**src/sha_pkg.sv**
```systemverilog
// SHA-256 shared types, constants and round functions.
package sha_pkg;

	localparam int unsigned BLK_CNT_W = 55;

	typedef enum logic [2:0] {
		ST_IDLE,
		ST_ROUND,
		ST_FINAL,
		ST_PAD,
		ST_PAD2,
		ST_OUT
	} sha_state_t;

	// what follows the hash update of a compressed block
	typedef enum logic [1:0] {
		NX_IDLE,
		NX_PAD,
		NX_PAD2,
		NX_OUT
	} sha_next_t;

	typedef struct packed {
		logic wr_byte;
		logic ld_pad;
		logic ld_tail;
		logic shift;
	} sha_buf_ctl_t;

	typedef struct packed {
		logic load_vars;
		logic do_round;
		logic add_hash;
		logic init_hash;
	} sha_core_ctl_t;

	function automatic logic [31:0] sha_iv(input logic [2:0] i);
		logic [31:0] r;
		case (i)
			3'd0: r = 32'h6a09e667;
			3'd1: r = 32'hbb67ae85;
			3'd2: r = 32'h3c6ef372;
			3'd3: r = 32'ha54ff53a;
			3'd4: r = 32'h510e527f;
			3'd5: r = 32'h9b05688c;
			3'd6: r = 32'h1f83d9ab;
			default: r = 32'h5be0cd19;
		endcase
		return r;
	endfunction

	function automatic logic [31:0] sha_k(input logic [5:0] t);
		logic [31:0] r;
		case (t)
			6'd0: r = 32'h428a2f98;  6'd1: r = 32'h71374491;
			6'd2: r = 32'hb5c0fbcf;  6'd3: r = 32'he9b5dba5;
			6'd4: r = 32'h3956c25b;  6'd5: r = 32'h59f111f1;
			6'd6: r = 32'h923f82a4;  6'd7: r = 32'hab1c5ed5;
			6'd8: r = 32'hd807aa98;  6'd9: r = 32'h12835b01;
			6'd10: r = 32'h243185be; 6'd11: r = 32'h550c7dc3;
			6'd12: r = 32'h72be5d74; 6'd13: r = 32'h80deb1fe;
			6'd14: r = 32'h9bdc06a7; 6'd15: r = 32'hc19bf174;
			6'd16: r = 32'he49b69c1; 6'd17: r = 32'hefbe4786;
			6'd18: r = 32'h0fc19dc6; 6'd19: r = 32'h240ca1cc;
			6'd20: r = 32'h2de92c6f; 6'd21: r = 32'h4a7484aa;
			6'd22: r = 32'h5cb0a9dc; 6'd23: r = 32'h76f988da;
			6'd24: r = 32'h983e5152; 6'd25: r = 32'ha831c66d;
			6'd26: r = 32'hb00327c8; 6'd27: r = 32'hbf597fc7;
			6'd28: r = 32'hc6e00bf3; 6'd29: r = 32'hd5a79147;
			6'd30: r = 32'h06ca6351; 6'd31: r = 32'h14292967;
			6'd32: r = 32'h27b70a85; 6'd33: r = 32'h2e1b2138;
			6'd34: r = 32'h4d2c6dfc; 6'd35: r = 32'h53380d13;
			6'd36: r = 32'h650a7354; 6'd37: r = 32'h766a0abb;
			6'd38: r = 32'h81c2c92e; 6'd39: r = 32'h92722c85;
			6'd40: r = 32'ha2bfe8a1; 6'd41: r = 32'ha81a664b;
			6'd42: r = 32'hc24b8b70; 6'd43: r = 32'hc76c51a3;
			6'd44: r = 32'hd192e819; 6'd45: r = 32'hd6990624;
			6'd46: r = 32'hf40e3585; 6'd47: r = 32'h106aa070;
			6'd48: r = 32'h19a4c116; 6'd49: r = 32'h1e376c08;
			6'd50: r = 32'h2748774c; 6'd51: r = 32'h34b0bcb5;
			6'd52: r = 32'h391c0cb3; 6'd53: r = 32'h4ed8aa4a;
			6'd54: r = 32'h5b9cca4f; 6'd55: r = 32'h682e6ff3;
			6'd56: r = 32'h748f82ee; 6'd57: r = 32'h78a5636f;
			6'd58: r = 32'h84c87814; 6'd59: r = 32'h8cc70208;
			6'd60: r = 32'h90befffa; 6'd61: r = 32'ha4506ceb;
			6'd62: r = 32'hbef9a3f7;
			default: r = 32'hc67178f2;
		endcase
		return r;
	endfunction

	function automatic logic [31:0] sha_sig0(input logic [31:0] x);
		return {x[6:0], x[31:7]} ^ {x[17:0], x[31:18]} ^ {3'b000, x[31:3]};
	endfunction

	function automatic logic [31:0] sha_sig1(input logic [31:0] x);
		return {x[16:0], x[31:17]} ^ {x[18:0], x[31:19]} ^ {10'd0, x[31:10]};
	endfunction

	function automatic logic [31:0] sha_big0(input logic [31:0] x);
		return {x[1:0], x[31:2]} ^ {x[12:0], x[31:13]} ^ {x[21:0], x[31:22]};
	endfunction

	function automatic logic [31:0] sha_big1(input logic [31:0] x);
		return {x[5:0], x[31:6]} ^ {x[10:0], x[31:11]} ^ {x[24:0], x[31:25]};
	endfunction

endpackage

```
**src/sha_msg_buf.sv**
```systemverilog
// Block buffer: byte fill, padding load and the rolling message schedule.
module sha_msg_buf (
	input  logic                          clk,
	input  sha_pkg::sha_buf_ctl_t         bctl,
	input  logic [7:0]                    data_byte,
	input  logic [5:0]                    fill,
	input  logic [sha_pkg::BLK_CNT_W-1:0] blk_cnt,
	output logic [31:0]                   w_t
);
	import sha_pkg::*;

	logic [31:0] w_q [16];
	logic [31:0] pad_w [16];
	logic [31:0] w_new;
	logic [63:0] bit_len;
	logic [4:0]  lane_off;

	// message length in bits; completed blocks leave the low nine bits zero
	assign bit_len  = {blk_cnt, fill, 3'b000};
	assign lane_off = {~fill[1:0], 3'b000};
	assign w_t      = w_q[0];
	assign w_new    = w_q[0] + sha_sig0(w_q[1]) + w_q[9] + sha_sig1(w_q[14]);

	always_comb begin
		for (int i = 0; i < 64; i++) begin
			logic [7:0] b;
			b = 8'h00;
			if (bctl.ld_tail) begin
				if (i >= 56) begin
					b = bit_len[8*(63-i) +: 8];
				end
			end else begin
				if (7'(i) < {1'b0, fill}) begin
					b = w_q[i/4][8*(3-(i%4)) +: 8];
				end else if (7'(i) == {1'b0, fill}) begin
					b = 8'h80;
				end else if (i >= 56 && fill < 6'd56) begin
					b = bit_len[8*(63-i) +: 8];
				end
			end
			pad_w[i/4][8*(3-(i%4)) +: 8] = b;
		end
	end

	always_ff @(posedge clk) begin
		if (bctl.shift) begin
			for (int i = 0; i < 15; i++) begin
				w_q[i] <= w_q[i+1];
			end
			w_q[15] <= w_new;
		end else if (bctl.wr_byte) begin
			w_q[fill[5:2]][lane_off +: 8] <= data_byte;
		end else if (bctl.ld_pad || bctl.ld_tail) begin
			w_q <= pad_w;
		end
	end

endmodule

```
**src/sha_round_core.sv**
```systemverilog
// Compression round unit with working variables and hash state.
module sha_round_core (
	input  logic                   clk,
	input  logic                   arst_n,
	input  sha_pkg::sha_core_ctl_t cctl,
	input  logic [31:0]            w_t,
	input  logic [5:0]             rnd,
	input  logic [2:0]             rd_idx,
	output logic [31:0]            rd_word
);
	import sha_pkg::*;

	logic [31:0] hash_q [8];
	logic [31:0] v_q [8];
	logic [31:0] t1;
	logic [31:0] t2;
	logic [31:0] ch;
	logic [31:0] maj;

	assign ch      = (v_q[4] & v_q[5]) ^ (~v_q[4] & v_q[6]);
	assign maj     = (v_q[0] & v_q[1]) ^ (v_q[0] & v_q[2]) ^ (v_q[1] & v_q[2]);
	assign t1      = v_q[7] + sha_big1(v_q[4]) + ch + sha_k(rnd) + w_t;
	assign t2      = sha_big0(v_q[0]) + maj;
	assign rd_word = hash_q[rd_idx];

	always_ff @(posedge clk or negedge arst_n) begin
		if (!arst_n) begin
			for (int i = 0; i < 8; i++) begin
				hash_q[i] <= sha_iv(3'(i));
			end
		end else if (cctl.init_hash) begin
			for (int i = 0; i < 8; i++) begin
				hash_q[i] <= sha_iv(3'(i));
			end
		end else if (cctl.add_hash) begin
			for (int i = 0; i < 8; i++) begin
				hash_q[i] <= hash_q[i] + v_q[i];
			end
		end
	end

	always_ff @(posedge clk) begin
		if (cctl.load_vars) begin
			v_q <= hash_q;
		end else if (cctl.do_round) begin
			v_q[7] <= v_q[6];
			v_q[6] <= v_q[5];
			v_q[5] <= v_q[4];
			v_q[4] <= v_q[3] + t1;
			v_q[3] <= v_q[2];
			v_q[2] <= v_q[1];
			v_q[1] <= v_q[0];
			v_q[0] <= t1 + t2;
		end
	end

endmodule

```
**src/sha256_message_hasher_unit.sv**
```systemverilog
// SHA-256 byte-stream hasher top level: sequencer, counters and digest output.
// Usage: send one beat per message byte (has_byte=1); set end_of_message on
// the last byte, or send a beat with has_byte=0 and end_of_message=1. A byte
// beat that does not complete a 64-byte block and does not end the message
// leaves the block ready again in the next cycle. The beat that completes a
// block also loads the round unit, then keeps the block busy for the rounds,
// one round per cycle through a single shared round unit, and one hash
// update. On the end of a message a padding step, which also loads the round
// unit, is followed by 64 rounds and one hash update, or by two such blocks
// when 56 or more bytes of the last block are filled, and then eight digest
// beats, word 0 (most significant) first, with last_word on word 7. The
// output side may stall as long as it likes; input is not taken until the
// eighth digest beat is taken. After that the hash state is back at its
// initial value and the next byte starts a new message. The bit length
// wraps modulo 2^64.
module sha256_message_hasher_unit (
	input  logic        clk,
	input  logic        arst_n,
	input  logic        in_valid,
	output logic        in_ready,
	input  logic [7:0]  data_byte,
	input  logic        has_byte,
	input  logic        end_of_message,
	output logic        out_valid,
	input  logic        out_ready,
	output logic [2:0]  word_index,
	output logic [31:0] digest_word,
	output logic        last_word
);
	import sha_pkg::*;

	sha_state_t            state_q, state_d;
	sha_next_t             nx_q, nx_d;
	logic [5:0]            rnd_q, rnd_d;
	logic [5:0]            fill_q, fill_d;
	logic [BLK_CNT_W-1:0]  blk_q, blk_d;
	logic [2:0]            idx_q, idx_d;
	sha_buf_ctl_t          bctl;
	sha_core_ctl_t         cctl;
	logic [31:0]           w_t;

	always_ff @(posedge clk or negedge arst_n) begin
		if (!arst_n) begin
			state_q <= ST_IDLE;
			nx_q    <= NX_IDLE;
			rnd_q   <= '0;
			fill_q  <= '0;
			blk_q   <= '0;
			idx_q   <= '0;
		end else begin
			state_q <= state_d;
			nx_q    <= nx_d;
			rnd_q   <= rnd_d;
			fill_q  <= fill_d;
			blk_q   <= blk_d;
			idx_q   <= idx_d;
		end
	end

	always_comb begin
		state_d   = state_q;
		nx_d      = nx_q;
		rnd_d     = rnd_q;
		fill_d    = fill_q;
		blk_d     = blk_q;
		idx_d     = idx_q;
		bctl      = '0;
		cctl      = '0;
		in_ready  = 1'b0;
		out_valid = 1'b0;
		case (state_q)
			ST_IDLE: begin
				in_ready = 1'b1;
				if (in_valid) begin
					if (has_byte) begin
						bctl.wr_byte = 1'b1;
						if (fill_q == 6'd63) begin
							// block full: compress before any padding
							cctl.load_vars = 1'b1;
							rnd_d          = '0;
							state_d        = ST_ROUND;
							nx_d           = end_of_message ? NX_PAD : NX_IDLE;
						end else begin
							fill_d = fill_q + 6'd1;
							if (end_of_message) begin
								state_d = ST_PAD;
							end
						end
					end else if (end_of_message) begin
						state_d = ST_PAD;
					end
				end
			end
			ST_PAD: begin
				bctl.ld_pad    = 1'b1;
				cctl.load_vars = 1'b1;
				rnd_d          = '0;
				state_d        = ST_ROUND;
				// no room for the length field: it goes in an extra block
				nx_d           = (fill_q < 6'd56) ? NX_OUT : NX_PAD2;
			end
			ST_PAD2: begin
				bctl.ld_tail   = 1'b1;
				cctl.load_vars = 1'b1;
				rnd_d          = '0;
				state_d        = ST_ROUND;
				nx_d           = NX_OUT;
			end
			ST_ROUND: begin
				cctl.do_round = 1'b1;
				bctl.shift    = 1'b1;
				rnd_d         = rnd_q + 6'd1;
				if (rnd_q == 6'd63) begin
					state_d = ST_FINAL;
				end
			end
			ST_FINAL: begin
				cctl.add_hash = 1'b1;
				case (nx_q)
					NX_IDLE: begin
						fill_d  = '0;
						blk_d   = blk_q + BLK_CNT_W'(1);
						state_d = ST_IDLE;
					end
					NX_PAD: begin
						fill_d  = '0;
						blk_d   = blk_q + BLK_CNT_W'(1);
						state_d = ST_PAD;
					end
					NX_PAD2: begin
						state_d = ST_PAD2;
					end
					default: begin
						idx_d   = '0;
						state_d = ST_OUT;
					end
				endcase
			end
			ST_OUT: begin
				out_valid = 1'b1;
				if (out_ready) begin
					if (idx_q == 3'd7) begin
						// digest delivered: restart for the next message
						cctl.init_hash = 1'b1;
						fill_d         = '0;
						blk_d          = '0;
						idx_d          = '0;
						state_d        = ST_IDLE;
					end else begin
						idx_d = idx_q + 3'd1;
					end
				end
			end
			default: begin
				state_d = ST_IDLE;
			end
		endcase
	end

	sha_msg_buf u_buf (
		.clk       (clk),
		.bctl      (bctl),
		.data_byte (data_byte),
		.fill      (fill_q),
		.blk_cnt   (blk_q),
		.w_t       (w_t)
	);

	sha_round_core u_core (
		.clk     (clk),
		.arst_n  (arst_n),
		.cctl    (cctl),
		.w_t     (w_t),
		.rnd     (rnd_q),
		.rd_idx  (idx_q),
		.rd_word (digest_word)
	);

	assign word_index = idx_q;
	assign last_word  = (idx_q == 3'd7);

`ifndef SYNTHESIS
	a_no_overlap: assert property (@(posedge clk) disable iff (!arst_n)
		!(in_ready && out_valid))
		else $error("input taken while digest beats pending");

	a_restart: assert property (@(posedge clk) disable iff (!arst_n)
		(out_valid && out_ready && last_word) |=> (in_ready && !out_valid))
		else $error("no restart after final digest beat");

	a_round_exit: assert property (@(posedge clk) disable iff (!arst_n)
		(state_q == ST_ROUND && rnd_q == 6'd63) |=> (state_q == ST_FINAL))
		else $error("round sequence did not end after 64 rounds");

	a_first_word: assert property (@(posedge clk) disable iff (!arst_n)
		(state_q == ST_FINAL && nx_q == NX_OUT) |=> (out_valid && word_index == 3'd0))
		else $error("digest output does not start at word 0");
`endif

endmodule

```
**config.mk**
```make
export PLATFORM = sky130hd
export DESIGN_NAME = sha256_message_hasher_unit
export DESIGN_NICKNAME = d
export VERILOG_FILES = /design/src/sha_pkg.sv /design/src/sha_msg_buf.sv /design/src/sha_round_core.sv /design/src/sha256_message_hasher_unit.sv
export SDC_FILE = /design/constraint.sdc
export NUM_CORES = 2
export LEC_CHECK = 0
export BUFFER_PORTS_ARGS = -buffer_cell sky130_fd_sc_hd__buf_2
export CORE_ASPECT_RATIO = 1.1
export CORE_MARGIN = 4
export CORE_UTILIZATION = 53
export DETAILED_ROUTE_END_ITERATION = 6
export PLACE_DENSITY = 0.67
export SYNTH_ARGS = -nofsm -noshare
export SYNTH_HDL_FRONTEND = slang
export SYNTH_SLANG_ARGS = --single-unit
```
**constraint.sdc**
```tcl
create_clock -name clk -period 9.6 [get_ports clk]
set_input_delay 0.48 -clock clk [delete_from_list [all_inputs] [get_ports clk]]
set_output_delay 0.48 -clock clk [all_outputs]
set_load 0.01 [all_outputs]
```
Yosys cells after proc, flatten, opt, wreduce, memory -nomap -nowiden
Memory sizes are Yosys's and may differ from the RTL's.
Cells that the tools add are included.
Operators by class
  add/sub/neg operators: 23
  $lt $le $gt $ge: 67
  equal/unequal tests: 145
  shift-type cells: 2
  multiplexer cells: 262
  bitwise logic cells: 20
  reductions and logical operators: 84
Operator list (count)
  two-way mux 8 bit: 199
  two-way mux 512 bit: 3
  two-way mux 256 bit: 4
  adder 32 bit: 18
  bitwise mux 512 bit: 1
  XOR 32 bit: 9
  inequality test 4 x 3 -> 1 bit (second input constant): 63
  equality test 6 bit (first input constant): 32
  < comparator 6 bit (first input constant): 31
  two-way mux 55 bit: 3
  AND 32 bit: 5
  demux 32 bit (select 4 bit): 1
  AND reduction 2 bit: 63
  case mux 55 bit (2 select lines): 1
  binary-select mux 32 bit (select 3 bit): 1
  equality test 5 x 6 -> 1 bit (first input constant): 16
  < comparator 5 x 6 -> 1 bit (first input constant): 16
  two-way mux 32 bit: 3
  adder 55 x 1 -> 55 bit (second input constant): 1
  two-way mux 6 bit: 9
  equality test 4 x 6 -> 1 bit (first input constant): 8
  < comparator 4 x 6 -> 1 bit (first input constant): 8
  case mux 6 bit (3 select lines): 2
  NOT 32 bit: 1
  other kinds (47): 105
Storage, ports and cells
  register bits: 1099
  bits in read-only memories: 2048
  output and inout bits: 38
  logic and storage cells: 690
  memories kept: 1
Memory list
  (no name shown): words 64, bits a word 32, read ports 1, clocked after Yosys merged registers in 0, wr ports 0, line sha_pkg.sv:54  | case (t)

Depth between registers and ports, before layout
  depth in word-level cells: 9
  mapped depth: 44
  mapped depth without buffers: 42

By module
Synthesis repeated with hierarchy kept, for this count alone.
Unflattened totals
  cells, all modules: 8076
  area total of the unflattened synthesis: 78450.2 um^2
Modules (own cells, without submodules)
  sha_round_core: times used 1, cells an instance 4990, area each 46956.3 um^2, seq. area each 14263.7 um^2
  sha_msg_buf: times used 1, cells an instance 2638, area each 27432.6 um^2, seq. area each 15374.7 um^2
  sha256_message_hasher_unit: times used 1, cells an instance 448, area each 4061.4 um^2, seq. area each 1876.8 um^2

Worst setup path before layout
Ideal clock, no wire load.
  path type: reg2reg
  start point: register rnd_q[1]
  end point: register u_core.v_q[255] (netlist bit) (data pin)
  arrival time: 8576 ps
  data required time: 9335 ps
  setup slack: 759 ps
  stages on the path, launching flop included: 42
  path buffers: 2
  cells stage by stage: dfrtp_1 > clkinv_1 > ha_1 > clkbuf_1 > nand2_1 > clkbuf_1 > nand3_1 > o21ai_0 > mux4_2 > fa_1 > fa_1 > fa_1 > inv_1 > ha_1 > inv_1 > fa_1 > nor2b_1 > o31a_1 > (+6 left out) > o21ai_0 > a21boi_1 > o21ai_0 > a21oi_1 > fa_1 > ha_1 > a21o_1 > a21o_1 > a21oi_1 > nor2_1 > a21oi_1 > o311ai_1 > a21oi_1 > o21ai_1 > a21oi_1 > xnor2_1 > xnor2_1 > o21ai_1
On the way
  cells in the longest elaborated chain, start to end: 6
RTL lines
  start: declaration: line sha256_message_hasher_unit.sv:34  | logic [5:0] rnd_q, rnd_d;
  start signal: assignment: line sha256_message_hasher_unit.sv:53  | rnd_q <= rnd_d;
  memory read (64 x 32 bit)
  adder 32 bit (2 in a row): line sha_round_core.sv:22  | assign t1 = v_q[7] + sha_big1(v_q[4]) + ch + sha_k(rnd) + w_t;
  adder 32 bit: line sha_round_core.sv:53  | v_q[0] <= t1 + t2;
  two-way mux 256 bit: line sha_round_core.sv:45  | end else if (cctl.do_round) begin
  two-way mux 256 bit: line sha_round_core.sv:43  | if (cctl.load_vars) begin
  end signal: assignment: line sha_round_core.sv:44  | v_q <= hash_q;
  end: declaration: line sha_round_core.sv:14  | logic [31:0] v_q [8];
Every way passes these cells. The select of a mux whose other input is x is not followed.
A chain may end at the register's enable or synchronous reset.

Worst setup path in the final report
  start point: register rnd_q[0]
  end point: register u_core.v_q[255] (netlist bit) (data pin)
Same word-level chain as after synthesis.

==> results by group <==
Yosys
  • Post-synth cell types: 94
  • Syn avg cell area: 9.38 sq um
  • Post-synth top flop: edfxtp_1
  • Top cells by count, synth: nand2_1 (1532), o21ai_0 (864), edfxtp_1 (768), a21oi_1 (546), nor2_1 (427)
  • EDFF count, synth: 768
  • Top cells by area, synth: edfxtp_1 (30%), nand2_1 (7.6%), ha_1 (6.6%)
  • Yosys warnings: 0
  • Asr flop ratio synth: 0.301
  • Register area share after synthesis: 0.417
  • Synth top area share: 0.305
  • Synthesized area: 75600 sq um
  • Most numerous cell in the Yosys netlist: nand2_1
  • Synth Net Count: 8673
  • Yosys top cell by area: edfxtp_1
  • Post-Syn Instances: 8064
  • Post-synthesis register bit count: 1099

Detailed routing
  • Routed WL per cell: 28.1 um
  • Total number of vias: 64100
  • Initial DRT Pass Iterations: 7
  • Drt total wl: 282000 um
  • Vias per cell: 6.41
  • Routed Antenna Nets: 0
  • Detailed Route Iter0 Violations: 7898
  • DRC Markers: 1

Global routing
  • Met3 global-route usage: 0.0767
  • Vias in the first global route: 60700
  • Met1 usage: 0.472
  • First-pass GRT wire length: 409000 um
  • M2 GR Usage: 0.567
  • Total GRT Usage: 0.371
  • Busiest layer in global routing: met2
  • Initial antenna violation count: 4
  • Largest net degree at the start of global routing: 222
  • Global route overflow: 0

Worst setup path
  • Crit path capture type: register
  • Worst Path Arrival: 9.75 ns
  • R2r worst-path depth: 34
  • Critical Setup Path Class: register to register
  • Reg2reg end: u_core.v_q[255]$_DFFE_PP_
  • CP bufs+invs: 4
  • Worst Path Required: 10.12 ns
  • CP top delay family: compound AO/OA/AOI/OAI gates
  • Crit Reg-Reg Startpoint: rnd_q[0]$_DFFE_PN0P_
  • Crit path max fanout: 19
  • CP max stage delay: 0.60 ns
  • Slowest CP cell: xor2_1
  • CP startpoint kind: register
  • R2r setup slk: 0.37 ns

Final layout
  • Proportion of layout cells with a drive suffix above 1: 0.0933
  • Design area: 82700 sq um
  • P&R area growth vs syn: 9.33%
  • # nets final: 8589

Die
  • Area of the die: 149000 sq um
  • Cell Rows: 145
  • I/O Pins: 52
  • Initial core utilization: 0.533
  • Die width: 368 um
  • Core area: 142000 sq um
  • Height of the chip: 404 um

Timing
  • Setup-failing EPs final: 0
  • Final Max Tran Viols: 0
  • Fin crit period: 9.23 ns
  • Achievable Freq: 0.108 GHz
  • Unrepaired setup endpoints after global routing: false
  • Clock Skew: 0.0552 ns
  • Tcrit/Tclk final: 0.961
  • Worst slew pin tran: 1.41 ns
  • Slew headroom: 0.0329
  • Hold Violations, Final: 0
  • Setup TNS: 0 ns

CTS
  • Clk_lat worst skew: 0.80 ns
  • Setup Fix Bufs, Post-CTS: 0
  • Clock transition at path regs: 0.06 ns
  • Bufs on Longest Clock Path: 3
  • H-tree depth: 4
  • TritonCTS Buffers: 131
  • CTS tree: built
  • TritonCTS Sinks: 1099
  • Root buffer cell: clkbuf_16

Place
  • Port bufs: 51
  • Gp weighted congestion: 1.05
  • DP HPWL: 207000 um
  • Placed instance area: 78100 sq um

Run status
  • Outcome: finished, violations left
  • Violated checks: DRC

Hold path
  • Min-delay src: in_valid
  • Hold Path Sink: nx_q[1]$_DFFE_PN0P_
  • Hold Path Depth: 3
  • Hold crit path type: input port to register

Job
  • Max cap viols: 0
kinds of logic after synthesis:
| family | Yosys count | share of synthesized area |
|---|---|---|
| buf+inv | 785 | 0.0391 |
| fa+ha+maj | 617 | 0.121 |
| flops | 1099 | 0.417 |
| simple gates | 2569 | 0.144 |
| xor+xnor | 619 | 0.0717 |
| mux | 147 | 0.0326 |
| compound gates | 2228 | 0.175 |
repair_timing:
action,in CTS,in global routing
hold buffers,3,0
resized for setup,0,9
endpoints found under the hold margin,38,0
endpoints found under the setup margin,0,4
stage by stage:
step | std cells | setup slack (ns) | utilization | hold slack (ns)
after global routing | 10000 | 0.0256 | 0.583 | 0.0922
after detailed placement | 9755 | 0.528 | 0.551 | 0.507
after CTS | 10000 | 0.505 | 0.583 | 0.0499
final | 10000 | 0.374 | 0.583 | 0.0727
after global placement | 9755 | 0.607 | 0.551 | 0.499
after floorplan | 8064 | 0.759 | - | 0.184
cell type report:
| type | instances | area (sq um) |
|---|---|---|
| diodes | 4 | 10.0 |
| clock buffers | 165 | 3500 |
| clock inverters | 77 | 991 |
| fillers | 12500 | 59200 |
| inverters | 350 | 1310 |
| multi-input cells | 6180 | 41300 |
| flip-flops and latches | 1099 | 31500 |
| well taps | 1911 | 2390 |
| repair buffers | 218 | 1650 |
state kept, by name, indices dropped and copies added (netlist names):
signal         flops
nx_q               2
rnd_q              6
fill_q             6
u_core.v_q       256
word_index         3
u_buf.w_q        480
u_buf.w_t         32
blk_q             55
state_q            3
u_core.hash_q    256
how the worst max path moves through the flow:
stage                               startpoint                        end  slack (ns)  cells past startpoint
after floorplan           rnd_q[1]$_DFFE_PN0P_  u_core.v_q[255]$_DFFE_PP_        0.76                     41
after global placement    rnd_q[0]$_DFFE_PN0P_  u_core.v_q[254]$_DFFE_PP_        0.61                     40
after detailed placement  rnd_q[1]$_DFFE_PN0P_  u_core.v_q[255]$_DFFE_PP_        0.53                     41
after CTS                 rnd_q[0]$_DFFE_PN0P_  u_core.v_q[254]$_DFFE_PP_        0.51                     40
after global routing      rnd_q[0]$_DFFE_PN0P_  u_core.v_q[255]$_DFFE_PP_        0.03                     42
final                     rnd_q[0]$_DFFE_PN0P_  u_core.v_q[255]$_DFFE_PP_        0.37                     34
worst min-delay path: stages:
cell	delay, ns
buf_2	0.11
a41o_1	0.15
nand3_1	0.08
per-layer routing:
| layer | part of all wire | vias up |
|---|---|---|
| li1 | - | 28400 |
| met1 | 0.38 | 31300 |
| met2 | 0.44 | 3520 |
| met3 | 0.090 | 887 |
| met4 | 0.087 | 2 |
| met5 | 0.00021 | - |
cells in the final DEF, fill, tap and decap left out, types with 20 or more instances in the layout:
cell / synthesis / final
and3_1: 39 / 39
o21bai_1: 52 / 52
o211ai_1: 21 / 21
buf_4: 2 / 154
a31oi_1: 75 / 75
maj3_1: 22 / 22
nand4_1: 32 / 32
o31ai_1: 38 / 38
fa_1: 195 / 195
nand2_1: 1532 / 1529
dfstp_2: 136 / 136
clkbuf_1: 375 / 25
nand2b_1: 76 / 76
xor2_1: 225 / 225
a21oi_1: 546 / 543
dfrtp_1: 195 / 189
o21ai_0: 864 / 859
a22o_1: 20 / 20
clkinv_2: 0 / 28
o21ai_1: 72 / 77
nand3_1: 175 / 173
and2_1: 21 / 21
inv_1: 347 / 347
buf_2: 2 / 50
nor2b_1: 42 / 42
a32oi_1: 21 / 21
nor2_1: 427 / 422
ha_1: 400 / 399
or3_1: 34 / 34
o22ai_1: 30 / 30
edfxtp_1: 768 / 768
a21o_1: 176 / 176
xnor2_1: 394 / 394
mux2_2: 62 / 62
a211oi_1: 50 / 50
o221ai_1: 26 / 26
nor3_1: 114 / 109
o21a_1: 66 / 66
mux4_2: 73 / 73
clkbuf_16: 0 / 131
Power is not shown: default switching activity piles up to over one toggle a cycle in this logic, so the estimate is an artifact.
